### src/assert_macros.svh
// Assertion macros shared by the RTL. They expand to nothing when SYNTH is defined.
`ifndef ASSERT_MACROS_SVH
`define ASSERT_MACROS_SVH

`ifndef SYNTH
`define ASSERT_IMPLY(lbl, clk, rst, ante, cons, msg) \
  lbl: assert property (@(posedge clk) disable iff (rst) (ante) |-> (cons)) else $error(msg);
`define ASSERT_NEXT(lbl, clk, rst, ante, cons, msg) \
  lbl: assert property (@(posedge clk) disable iff (rst) (ante) |=> (cons)) else $error(msg);
`else
`define ASSERT_IMPLY(lbl, clk, rst, ante, cons, msg)
`define ASSERT_NEXT(lbl, clk, rst, ante, cons, msg)
`endif

`endif

### src/cdet_pkg.sv
package cdet_pkg;

  localparam int SelW    = 4;
  localparam int YearW   = 12;
  localparam int MonthW  = 4;
  localparam int DayW    = 5;
  localparam int HourW   = 5;
  localparam int MinW    = 6;
  localparam int SecW    = 6;
  localparam int UptimeW = 64;
  localparam int WholeW  = 35;
  localparam int NanoW   = 30;
  localparam int MonthOffW = 25;

  localparam logic [SelW-1:0] ClkRealtime  = 4'd0;
  localparam logic [SelW-1:0] ClkMonotonic = 4'd1;

  localparam logic [WholeW-1:0] SecsCap  = 35'd18446744073;
  localparam logic [NanoW-1:0]  NsPerSec = 30'd1000000000;

  // Seconds in the months before the given one; month zero adds nothing and
  // months past December count as December.
  function automatic logic [MonthOffW-1:0] month_offset(input logic [MonthW-1:0] month,
                                                        input logic leap);
    logic [MonthOffW-1:0] base;
    case (month)
      4'd0, 4'd1: base = 25'd0;
      4'd2:       base = 25'd2678400;
      4'd3:       base = 25'd5097600;
      4'd4:       base = 25'd7776000;
      4'd5:       base = 25'd10368000;
      4'd6:       base = 25'd13046400;
      4'd7:       base = 25'd15638400;
      4'd8:       base = 25'd18316800;
      4'd9:       base = 25'd20995200;
      4'd10:      base = 25'd23587200;
      4'd11:      base = 25'd26265600;
      default:    base = 25'd28857600;
    endcase
    if (leap && (month >= 4'd3)) begin
      base = base + 25'd86400;
    end
    return base;
  endfunction

endpackage

### src/calendar_date_to_epoch_time_top.sv
// Clock reading unit.
// A request is transferred at a rising clock edge where start is high and busy
// is low. It carries clock_select, the calendar fields and uptime_ns.
// Select zero turns the calendar date and time into whole seconds since 1970
// with zero nanoseconds. Select one splits uptime_ns into whole seconds and
// nanoseconds. Any other select gives status one with zero readings.
// Each answer is presented on whole_seconds, nanoseconds and status for
// exactly one cycle with done high and is taken at the edge that ends that
// cycle. The receiver cannot stall. Between a request and its answer lie
// the input register, the four multiply and add stages of the nanosecond
// split, which the calendar path matches, and the result register.
// A new request can be transferred in every cycle while busy is low, so
// throughput is one reading per clock.
// Reset clears all pending work and holds busy high during reset and until
// the first edge after it; no done strobe is produced for requests lost to reset.
`include "assert_macros.svh"

module calendar_date_to_epoch_time_top (
  input  logic                            clk,
  input  logic                            rst,
  input  logic                            start,
  output logic                            busy,
  input  logic [cdet_pkg::SelW-1:0]       clock_select,
  input  logic [cdet_pkg::YearW-1:0]      cal_year,
  input  logic [cdet_pkg::MonthW-1:0]     cal_month,
  input  logic [cdet_pkg::DayW-1:0]       cal_day,
  input  logic [cdet_pkg::HourW-1:0]      cal_hour,
  input  logic [cdet_pkg::MinW-1:0]       cal_minute,
  input  logic [cdet_pkg::SecW-1:0]       cal_second,
  input  logic [cdet_pkg::UptimeW-1:0]    uptime_ns,
  output logic                            done,
  output logic [cdet_pkg::WholeW-1:0]     whole_seconds,
  output logic [cdet_pkg::NanoW-1:0]      nanoseconds,
  output logic                            status
);

  localparam int Depth = 4;

  logic accept;
  logic [Depth:0] vld;

  logic [cdet_pkg::SelW-1:0]    sel0;
  logic [cdet_pkg::YearW-1:0]   year0;
  logic [cdet_pkg::MonthW-1:0]  month0;
  logic [cdet_pkg::DayW-1:0]    day0;
  logic [cdet_pkg::HourW-1:0]   hour0;
  logic [cdet_pkg::MinW-1:0]    minute0;
  logic [cdet_pkg::SecW-1:0]    second0;
  logic [cdet_pkg::UptimeW-1:0] uptime0;

  logic [cdet_pkg::SelW-1:0] sel_d [Depth];

  logic [cdet_pkg::WholeW-1:0] rt_secs;
  logic [cdet_pkg::WholeW-1:0] mono_secs;
  logic [cdet_pkg::NanoW-1:0]  mono_ns;

  assign accept = start && !busy;

  always_ff @(posedge clk) begin
    if (rst) begin
      busy <= 1'b1;
      vld  <= '0;
      done <= 1'b0;
    end else begin
      busy <= 1'b0;
      vld  <= {vld[Depth-1:0], accept};
      done <= vld[Depth];
    end
  end

  always_ff @(posedge clk) begin
    if (accept) begin
      sel0    <= clock_select;
      year0   <= cal_year;
      month0  <= cal_month;
      day0    <= cal_day;
      hour0   <= cal_hour;
      minute0 <= cal_minute;
      second0 <= cal_second;
      uptime0 <= uptime_ns;
    end
  end

  always_ff @(posedge clk) begin
    sel_d[0] <= sel0;
    for (int i = 1; i < Depth; i++) begin
      sel_d[i] <= sel_d[i-1];
    end
  end

  cdet_rt_calc u_rt_calc (
    .clk           (clk),
    .cal_year      (year0),
    .cal_month     (month0),
    .cal_day       (day0),
    .cal_hour      (hour0),
    .cal_minute    (minute0),
    .cal_second    (second0),
    .whole_seconds (rt_secs)
  );

  cdet_ns_split u_ns_split (
    .clk           (clk),
    .uptime_ns     (uptime0),
    .whole_seconds (mono_secs),
    .nanoseconds   (mono_ns)
  );

  always_ff @(posedge clk) begin
    if (vld[Depth]) begin
      case (sel_d[Depth-1])
        cdet_pkg::ClkRealtime: begin
          whole_seconds <= rt_secs;
          nanoseconds   <= '0;
          status        <= 1'b0;
        end
        cdet_pkg::ClkMonotonic: begin
          whole_seconds <= mono_secs;
          nanoseconds   <= mono_ns;
          status        <= 1'b0;
        end
        default: begin
          whole_seconds <= '0;
          nanoseconds   <= '0;
          status        <= 1'b1;
        end
      endcase
    end
  end

  `ASSERT_IMPLY(a_done_latency, clk, rst, done, $past(accept, 6), "done without a request six cycles earlier")
  `ASSERT_IMPLY(a_invalid_zero, clk, rst, done && status, (whole_seconds == '0) && (nanoseconds == '0), "invalid reading with nonzero value")
  `ASSERT_IMPLY(a_ns_range, clk, rst, done, nanoseconds < cdet_pkg::NsPerSec, "nanoseconds out of range")
  `ASSERT_NEXT(a_busy_after_reset, clk, rst, $past(rst), !busy && !done, "busy or done one cycle past reset")

endmodule

### src/cdet_rt_calc.sv
module cdet_rt_calc (
  input  logic                            clk,
  input  logic [cdet_pkg::YearW-1:0]      cal_year,
  input  logic [cdet_pkg::MonthW-1:0]     cal_month,
  input  logic [cdet_pkg::DayW-1:0]       cal_day,
  input  logic [cdet_pkg::HourW-1:0]      cal_hour,
  input  logic [cdet_pkg::MinW-1:0]       cal_minute,
  input  logic [cdet_pkg::SecW-1:0]       cal_second,
  output logic [cdet_pkg::WholeW-1:0]     whole_seconds
);

  localparam logic [11:0] EpochYear        = 12'd1970;
  localparam logic [11:0] LeapsBeforeEpoch = 12'd477;
  localparam logic [12:0] Recip100         = 13'd5243;
  localparam logic [12:0] Hundred          = 13'd100;
  localparam logic [24:0] SecsCommonYear   = 25'd31536000;
  localparam logic [16:0] SecsDay          = 17'd86400;
  localparam logic [11:0] SecsHour         = 12'd3600;
  localparam logic [5:0]  SecsMinute       = 6'd60;

  logic [11:0] yp;
  logic [24:0] prod_p;
  logic [24:0] prod_c;

  logic [11:0] year1;
  logic [11:0] yp1;
  logic [5:0]  q100p1;
  logic [5:0]  q100c1;
  logic [3:0]  month1;
  logic [4:0]  day1;
  logic [4:0]  hour1;
  logic [5:0]  minute1;
  logic [5:0]  second1;

  logic        after_epoch;
  logic [11:0] lp_full;
  logic [9:0]  lp;
  logic [11:0] span;
  logic [11:0] rem100;
  logic        leap;
  logic [4:0]  day_m1;

  logic [36:0] year_s2;
  logic [26:0] lp_s2;
  logic [24:0] mo_s2;
  logic [21:0] day_s2;
  logic [16:0] hour_s2;
  logic [11:0] min_s2;
  logic [5:0]  sec_s2;

  logic [37:0] a3;
  logic [22:0] b3;
  logic [37:0] total4;

  assign yp     = cal_year - 12'd1;
  assign prod_p = 25'(yp) * 25'(Recip100);
  assign prod_c = 25'(cal_year) * 25'(Recip100);

  always_ff @(posedge clk) begin
    year1   <= cal_year;
    yp1     <= yp;
    q100p1  <= prod_p[24:19];
    q100c1  <= prod_c[24:19];
    month1  <= cal_month;
    day1    <= cal_day;
    hour1   <= cal_hour;
    minute1 <= cal_minute;
    second1 <= cal_second;
  end

  always_comb begin
    after_epoch = year1 > EpochYear;
    lp_full = 12'(yp1[11:2]) - 12'(q100p1) + 12'(q100p1[5:2]) - LeapsBeforeEpoch;
    lp      = after_epoch ? lp_full[9:0] : 10'd0;
    span    = after_epoch ? (year1 - EpochYear) : 12'd0;
    rem100  = year1 - 12'(13'(q100c1) * Hundred);
    leap    = (year1[1:0] == 2'd0) && ((rem100 != 12'd0) || (q100c1[1:0] == 2'd0));
    day_m1  = (day1 == 5'd0) ? 5'd0 : day1 - 5'd1;
  end

  always_ff @(posedge clk) begin
    year_s2 <= 37'(span) * 37'(SecsCommonYear);
    lp_s2   <= 27'(lp) * 27'(SecsDay);
    mo_s2   <= cdet_pkg::month_offset(month1, leap);
    day_s2  <= 22'(day_m1) * 22'(SecsDay);
    hour_s2 <= 17'(hour1) * 17'(SecsHour);
    min_s2  <= 12'(minute1) * 12'(SecsMinute);
    sec_s2  <= second1;
  end

  always_ff @(posedge clk) begin
    a3 <= 38'(year_s2) + 38'(lp_s2) + 38'(mo_s2);
    b3 <= 23'(day_s2) + 23'(hour_s2) + 23'(min_s2) + 23'(sec_s2);
  end

  always_ff @(posedge clk) begin
    total4 <= a3 + 38'(b3);
  end

  assign whole_seconds = (total4 > 38'(cdet_pkg::SecsCap)) ? cdet_pkg::SecsCap
                                                           : total4[34:0];

endmodule

### src/cdet_ns_split.sv
module cdet_ns_split (
  input  logic                          clk,
  input  logic [cdet_pkg::UptimeW-1:0]  uptime_ns,
  output logic [cdet_pkg::WholeW-1:0]   whole_seconds,
  output logic [cdet_pkg::NanoW-1:0]    nanoseconds
);

  // One second is 2^9 times an odd factor; the power of two is split off
  // first and the odd factor is divided by a reciprocal with one correction.
  localparam int LowW = 9;
  localparam int MW   = 55;
  localparam int RemW = 22;
  localparam logic [63:0] DivOddFull = 64'd1953125;
  localparam logic [63:0] RecipFull  = (64'd1 << MW) / DivOddFull;
  localparam logic [34:0] Recip      = RecipFull[34:0];
  localparam logic [RemW-1:0] DivOdd = DivOddFull[RemW-1:0];

  logic [MW-1:0] m;

  logic [63:0] pp_ll;
  logic [54:0] pp_hl;
  logic [34:0] pp_lh;
  logic [25:0] pp_hh;
  logic [RemW-1:0] mlow1;
  logic [LowW-1:0] nlow1;

  logic [87:0] x2;
  logic [58:0] y2;
  logic [RemW-1:0] mlow2;
  logic [LowW-1:0] nlow2;

  logic [89:0] p3;
  logic [RemW-1:0] mlow3;
  logic [LowW-1:0] nlow3;

  logic [34:0] q4;
  logic [RemW-1:0] prod4;
  logic [RemW-1:0] mlow4;
  logic [LowW-1:0] nlow4;

  logic [RemW-1:0] diff;
  logic [RemW-1:0] rem;
  logic [34:0] quot;

  assign m = uptime_ns[63:LowW];

  always_ff @(posedge clk) begin
    pp_ll <= 64'(m[31:0]) * 64'(Recip[31:0]);
    pp_hl <= 55'(m[54:32]) * 55'(Recip[31:0]);
    pp_lh <= 35'(m[31:0]) * 35'(Recip[34:32]);
    pp_hh <= 26'(m[54:32]) * 26'(Recip[34:32]);
    mlow1 <= m[RemW-1:0];
    nlow1 <= uptime_ns[LowW-1:0];
  end

  always_ff @(posedge clk) begin
    x2    <= 88'(pp_ll) + 88'({pp_hl, 32'd0});
    y2    <= 59'(pp_lh) + 59'({pp_hh, 32'd0});
    mlow2 <= mlow1;
    nlow2 <= nlow1;
  end

  always_ff @(posedge clk) begin
    p3    <= 90'(x2) + 90'({y2, 32'd0});
    mlow3 <= mlow2;
    nlow3 <= nlow2;
  end

  always_ff @(posedge clk) begin
    q4    <= p3[89:55];
    prod4 <= RemW'(44'(p3[76:55]) * 44'(DivOdd));
    mlow4 <= mlow3;
    nlow4 <= nlow3;
  end

  always_comb begin
    diff = mlow4 - prod4;
    if (diff >= DivOdd) begin
      rem  = diff - DivOdd;
      quot = q4 + 35'd1;
    end else begin
      rem  = diff;
      quot = q4;
    end
  end

  assign whole_seconds = quot;
  assign nanoseconds   = {rem[20:0], nlow4};

endmodule
### config.mk
export PLATFORM = sky130hd
export DESIGN_NAME = calendar_date_to_epoch_time_top
export DESIGN_NICKNAME = d
export VERILOG_FILES = /design/src/cdet_pkg.sv /design/src/calendar_date_to_epoch_time_top.sv /design/src/cdet_rt_calc.sv /design/src/cdet_ns_split.sv
export VERILOG_INCLUDE_DIRS = /design/src /design/src/src
export SDC_FILE = /design/constraint.sdc
export NUM_CORES = 2
export LEC_CHECK = 0
export BUFFER_PORTS_ARGS = -buffer_cell sky130_fd_sc_hd__buf_4
export CELL_PAD_IN_SITES_DETAIL_PLACEMENT = 1
export CELL_PAD_IN_SITES_GLOBAL_PLACEMENT = 1
export CORE_AREA = 4 4 409 411
export CTS_CLUSTER_SIZE = 40
export DETAILED_ROUTE_END_ITERATION = 8
export DIE_AREA = 0 0 413 415
export PLACE_DENSITY_LB_ADDON = 0.25
export SLEW_MARGIN = 20
export SYNTH_ARGS = -nofsm -noshare
export SYNTH_HDL_FRONTEND = slang
export SYNTH_HIERARCHICAL = 1
export SYNTH_SLANG_ARGS = --single-unit
### constraint.sdc
create_clock -name clk -period 16.4 [get_ports clk]
set_clock_uncertainty 0.15 [all_clocks]
set_input_delay 3.28 -clock clk [delete_from_list [all_inputs] [get_ports clk]]
set_output_delay 3.28 -clock clk [all_outputs]
set_load 0.01 [all_outputs]
---- Word-level counts from Yosys, hierarchy flattened ----
Memory sizes are Yosys's and may differ from the RTL's. A register that Yosys moved wholly into a read port is not among the register bits.
Index checks and enable logic that the tools add are counted.
W data, S select, Z words.
word-level totals
  bits in writable memories ............... 16
  output and inout port bits .............. 68
  bits of input ports ..................... 109
  register bits ........................... 1048
  logic and storage cells ................. 109
  memories kept ........................... 2
  memory bits (read-only) ................. 288
memory list
  memory            depth  width  rd ports  clocked after memory_dff  write ports  line                                   RTL
  (name not given)  16     18     1         1                         0            cdet_pkg.sv:26                         case (month)
  sel_d             4      4      4         0                         4            calendar_date_to_epoch_time_top.sv:51  logic [cdet_pkg::SelW-1:0] sel_d [Depth];
operators by class
  order comparisons ....................... 4
  equality and inequality tests ........... 1
  reduce and logical (&&, ||, !) cells .... 11
  multipliers ............................. 11
  mux-type cells .......................... 10
  add/sub/neg operators ................... 20
operators by type and width
  kind                      count
  $add A88 B90 Y90          1
  $add A63 B86 Y87          1
  $mux W35                  2
  $pmux W35 S2              1
  $mul A32 B31 Y63 const B  1
  $add A34 B57 Y58          1
  $mul A23 B31 Y54 const B  1
  $mul A12 B13 Y25 const B  2
  $add A37 B27 Y38          1
  $add A38 B23 Y38          1
  $add A38 B25 Y38          1
  $gt A38 B35 Y1 const B    1
  $add A35 B1 Y35 const B   1
  $mul A12 B18 Y30 const B  1
  $add A25 B17 Y25 const B  1
  $mux W25                  1
  $add A22 B17 Y23          1
  $add A23 B12 Y23          1
  $add A23 B6 Y23           1
  $ge A22 B21 Y1 const B    1
  $mul A22 B21 Y22 const B  1
  $sub A22 B22 Y22          1
  $mux W21                  1
  $sub A21 B21 Y21 const B  1
  other kinds (27)          31

---- Logic depth before layout (Yosys ltp) ----
  depth in word-level cells ............... 7
  mapped depth ............................ 29

---- By module ----
The synthesis kept the hierarchy.
by module, submodules not included
  module                           cells each  sequential area each (µm²)  times used  area an instance (µm²)
  cdet_ns_split                    4160        8308.0                      1           43031.3
  cdet_rt_calc                     2427        5605.4                      1           23933.0
  calendar_date_to_epoch_time_top  315         5625.4                      1           6451.2

---- Worst setup path after synthesis ----
No wires, ideal clock.
  path kind ............................... in2reg
  from .................................... input port start
  to ...................................... register day0[0] (netlist name) (enable)
  path buffers ............................ 0
  arrival time ............................ 7.908 ns
  required time ........................... 15.665 ns
  stages .................................. 1
  slack ................................... 7.757 ns
  library setup time ...................... 0.585 ns
  cell sequence ........................... nor2b_1
between the ends
  word-level cells in the longest chain between the ends .. 1
ends and longest elaborated chain
  element               line                                   RTL
  from (decl)           calendar_date_to_epoch_time_top.sv:21  input logic start,
  $logic_and A1 B1 Y1   calendar_date_to_epoch_time_top.sv:57  assign accept = start && !busy;
  to (signal assigned)  calendar_date_to_epoch_time_top.sv:76  day0 <= cal_day;
  to (decl)             calendar_date_to_epoch_time_top.sv:45  logic [cdet_pkg::DayW-1:0] day0;
Every way passes these cells.
A chain may end at the register's enable or synchronous reset.

---- Final worst setup path ----
  from .................................... register uptime0[21] (netlist name)
  to ...................................... register u_ns_split.pp_ll[62]
between the ends
  word-level cells in the longest chain between the ends .. 1
ends and longest elaborated chain
  element                 line                                   RTL
  from (decl)             calendar_date_to_epoch_time_top.sv:49  logic [cdet_pkg::UptimeW-1:0] uptime0;
  from (signal assigned)  calendar_date_to_epoch_time_top.sv:80  uptime0 <= uptime_ns;
  $mul A32 B31 Y63        cdet_ns_split.sv:48                    pp_ll <= 64'(m[31:0]) * 64'(Recip[31:0]);
  to (signal assigned)    cdet_ns_split.sv:48
  to (decl)               cdet_ns_split.sv:20                    logic [63:0] pp_ll;
Every way passes these cells.

==> qor.log <==
qor: sta.layout_min_cycle_time 8716 ps
qor: sta.min_period_over_period 0.5314
qor: clock_network.cts.root.buffer_cell sky130_fd_sc_hd__clkbuf_16
qor: setup_path.crit_arrival 9220 ps
qor: cells_and_area.syn2layout_area_growth 10.52%
qor: global_routing.grt.total_usage 0.2229
qor: routing.totalWireLength 186200 um
qor: die.core_region_area 164100 um^2
qor: synth.synthFlopType sky130_fd_sc_hd__dfxtp_1
qor: routing.final_antenna_net_count 0
qor: setup_path.worst_setup_path_end_kind flop
qor: sta.timing_worst_slew_pin_value 1082 ps
qor: setup_path.worstPathRequired 16900 ps
qor: synth.synth.avg_cell_area 10.64 um^2
qor: hold_path.hp-class flop to flop
qor: setup_path.critPathKind flop to flop
qor: global_routing.grt_start_max_net_pins 68
qor: synth.syn-cell-area 73420 um^2
qor: sta.minimum_setup_slack_in_the_final_design 7684 ps
qor: synth.number_of_enable_flip_flop_cells_after_synthesis 172
qor: global_routing.grt_pass1_vias 53890
qor: sta.slew_headroom 0.2788
qor: clock_network.post-cts-setup-buffer-count 0
qor: placement.routabilityCongestion 0.9052
qor: placement.place_ws 7620 ps
qor: global_routing.grt_antenna_before_repair 4
qor: global_routing.first_pass_grt_wire_length 300100 um
qor: clock_network.cts_htree_levels 3
qor: routing.routed_via_density 5.047
qor: clock_network.cts_tree yes
qor: synth.synth_fp_nets 9191
qor: placement.port-buffer-count 176
qor: clock_network.post_cts_resized 0
qor: placement.place_hpwl 154600 um
qor: die.design.die.area 171400 um^2
qor: synth.synth-warning-count 6
qor: sta.clock.fmax 114.7 MHz
qor: die.initial_utilization 0.4475
qor: synth.synth-seq-cells 890
qor: clock_network.postCtsHoldBufs 0
qor: synth.synth.lib_cells_used.distinct 93
qor: cells_and_area.nNetsFinal 9460
qor: global_routing.overflow 0
qor: clock_network.clk_pin_slew 60 ps
qor: synth.fraction_of_registers_with_async_set_reset 0
qor: sta.number_of_endpoints_with_negative_hold_slack_in_the_final_report 0
qor: die.rows 149
qor: die.floorplan.die.width 413 um
qor: synth.yosys-top-cells-area sky130_fd_sc_hd__ha_1, sky130_fd_sc_hd__fa_1, sky130_fd_sc_hd__dfxtp_1, sky130_fd_sc_hd__inv_1, sky130_fd_sc_hd__edfxtp_1
qor: routing.drc 0
qor: sta.report.final.slew_viol_count 0
qor: die.io_pins 177
qor: die.floorplan.die.height 415 um
qor: clock_network.insertion_delay 770 ps
qor: synth.synth.most_common_cell sky130_fd_sc_hd__inv_1
qor: flow_run.cap_viol_max_count 0
qor: clock_network.clock_path_buffers 3
qor: setup_path.setup.worst_path.start_class flop
qor: synth.synth_top_area_share 0.2337
qor: setup_path.critPathMaxFanout 11
qor: routing.drtPass1Iterations 5
qor: synth.synthesis.instances 6902
qor: sta.setup_viol 0
qor: synth.synth.yosys.seq_area_share 0.2661
qor: sta.setup_repair_after_global_routing_missed_its_margin no
qor: routing.routedWlPerCell 19.71 um
qor: routing.vias 47700
qor: clock_network.clock_sink_count 890
qor: cells_and_area.share_of_layout_cells_above_drive_strength_1 0.05869
qor: synth.synth_top_cell_by_area sky130_fd_sc_hd__ha_1
qor: sta.timing.setup.tns 0 ps
qor: routing.first_iter_violations 1884
qor: run_status.status completed
qor: synth.synth_commonest_cells sky130_fd_sc_hd__inv_1, sky130_fd_sc_hd__ha_1, sky130_fd_sc_hd__fa_1, sky130_fd_sc_hd__dfxtp_1, sky130_fd_sc_hd__xnor2_1
qor: clock_network.cts_buffers 101
[cells by family after synthesis]
logic type,share of synthesized area
flops,0.2661
compound gates,0.07020
buf+inv,0.08078
simple gates,0.07035
mux,0.005897
fa+ha+maj,0.4543
xor+xnor,0.05237
[flip-flops by register name, summed over array words and instances, names as in the netlist, 30 cells and up, named ones only]
name / count
u_ns_split/y2: 34
u_rt_calc/a3: 31
u_ns_split/x2: 53
u_ns_split/pp_hl: 51
nanoseconds: 30
whole_seconds: 35
u_ns_split/pp_ll: 31
u_ns_split/q4: 33
u_rt_calc/year_s2: 30
u_ns_split/p3: 35
u_rt_calc/total4: 38
uptime0: 64
[metrics by stage]
step                utilization  std cells  hold slack (ps)  area (um^2)
global placement         0.4722       9256            160.1        77470
finish                   0.4946       9450            144.0        81140
detailed placement       0.4723       9257            163.4        77490
CTS                      0.4946       9448            135.6        81140
floorplan                     -       6902            159.6        73420
global route             0.4946       9448            140.1        81140
[worst paths after layout]
path	from	endpoint	slack [ps]	cells past startpoint
setup / recovery	uptime0[21]$_DFFE_PP_	u_ns_split/pp_ll[62]$_DFF_P_	7680	26
hold / removal	u_ns_split/mlow1[19]$_DFF_P_	u_ns_split/mlow2[19]$_DFF_P_	140	0
setup reg to reg	uptime0[21]$_DFFE_PP_	u_ns_split/pp_ll[62]$_DFF_P_	7680	26
hold reg to reg	u_ns_split/mlow1[19]$_DFF_P_	u_ns_split/mlow2[19]$_DFF_P_	140	0
[critical path, cell delays in order (launching register included)]
cell and delay (ps):
sky130_fd_sc_hd__edfxtp_1 790, sky130_fd_sc_hd__inv_1 280, sky130_fd_sc_hd__fa_1 590, sky130_fd_sc_hd__inv_1 40, sky130_fd_sc_hd__ha_1 260, sky130_fd_sc_hd__inv_1 50
sky130_fd_sc_hd__fa_1 510, sky130_fd_sc_hd__fa_1 520, sky130_fd_sc_hd__inv_1 50, sky130_fd_sc_hd__fa_1 470, sky130_fd_sc_hd__fa_1 520, sky130_fd_sc_hd__fa_1 550
sky130_fd_sc_hd__inv_1 50, sky130_fd_sc_hd__fa_1 520, sky130_fd_sc_hd__inv_1 40, sky130_fd_sc_hd__ha_1 320, sky130_fd_sc_hd__nand4_1 110, sky130_fd_sc_hd__a311oi_1 600
sky130_fd_sc_hd__o21ai_0 180, sky130_fd_sc_hd__o21ba_2 250, sky130_fd_sc_hd__o22ai_1 310, sky130_fd_sc_hd__a31oi_1 220, sky130_fd_sc_hd__o211ai_1 320, sky130_fd_sc_hd__a21boi_0 200
sky130_fd_sc_hd__o311ai_1 440, sky130_fd_sc_hd__a21oi_1 150, sky130_fd_sc_hd__xor2_1 150
[final cells by class]
class / instances / area (um^2)
fill: 17920 / 82920
multi-input combinational: 4450 / 47970
sequential: 890 / 19540
inverter: 1528 / 5736
clock buffer: 141 / 2989
tap: 2189 / 2739
timing repair buffer: 200 / 1501
clock inverter: 50 / 660.6
antenna: 2 / 5.005
[placed cells by master, fill, tap and decap left out, types with 8 or more instances in the layout]
cell	synthesis	layout
sky130_fd_sc_hd__inv_1	1526	1526
sky130_fd_sc_hd__ha_1	1371	1371
sky130_fd_sc_hd__fa_1	809	809
sky130_fd_sc_hd__dfxtp_1	718	716
sky130_fd_sc_hd__xnor2_1	278	278
sky130_fd_sc_hd__nor2_1	252	252
sky130_fd_sc_hd__a21oi_1	238	238
sky130_fd_sc_hd__buf_4	2	200
sky130_fd_sc_hd__nand2_1	180	180
sky130_fd_sc_hd__edfxtp_1	172	172
sky130_fd_sc_hd__xor2_1	161	161
sky130_fd_sc_hd__a21o_1	114	114
sky130_fd_sc_hd__clkbuf_16	0	110
sky130_fd_sc_hd__o21ai_0	107	107
sky130_fd_sc_hd__nor3_1	86	86
sky130_fd_sc_hd__and2_1	78	78
sky130_fd_sc_hd__nand3_1	78	78
sky130_fd_sc_hd__nand2b_1	66	66
sky130_fd_sc_hd__o21a_1	62	62
sky130_fd_sc_hd__nor2b_1	56	55
sky130_fd_sc_hd__and3_1	52	52
sky130_fd_sc_hd__mux2i_1	41	41
sky130_fd_sc_hd__nand4_1	40	40
sky130_fd_sc_hd__o21bai_1	40	40
sky130_fd_sc_hd__a31oi_1	33	33
sky130_fd_sc_hd__a211oi_1	32	32
sky130_fd_sc_hd__o21ai_1	25	24
sky130_fd_sc_hd__nor4_1	20	20
sky130_fd_sc_hd__clkbuf_1	11	19
sky130_fd_sc_hd__nor3b_1	17	17
sky130_fd_sc_hd__o211ai_1	16	16
sky130_fd_sc_hd__or2_2	15	15
sky130_fd_sc_hd__or3_1	14	14
sky130_fd_sc_hd__clkbuf_8	0	12
sky130_fd_sc_hd__clkinv_2	0	12
sky130_fd_sc_hd__o31ai_1	11	11
sky130_fd_sc_hd__a211o_1	10	10
sky130_fd_sc_hd__o31a_1	10	10
sky130_fd_sc_hd__nor4b_1	9	9
sky130_fd_sc_hd__or4_1	8	8
[routing by layer]
| layer | GRT usage | vias up | wire, um |
|---|---|---|---|
| met1 | 0.2915 | 23970 | 83230 |
| met4 | 0.04755 | 2 | 3804 |
| met5 | 0 | - | 13 |
| met3 | 0.02784 | 196 | 5669 |
| li1 | - | 22960 | - |
| met2 | 0.3941 | 569 | 93510 |
Power is not shown: default switching activity piles up to over one toggle a cycle in this logic, so the estimate is an artifact.
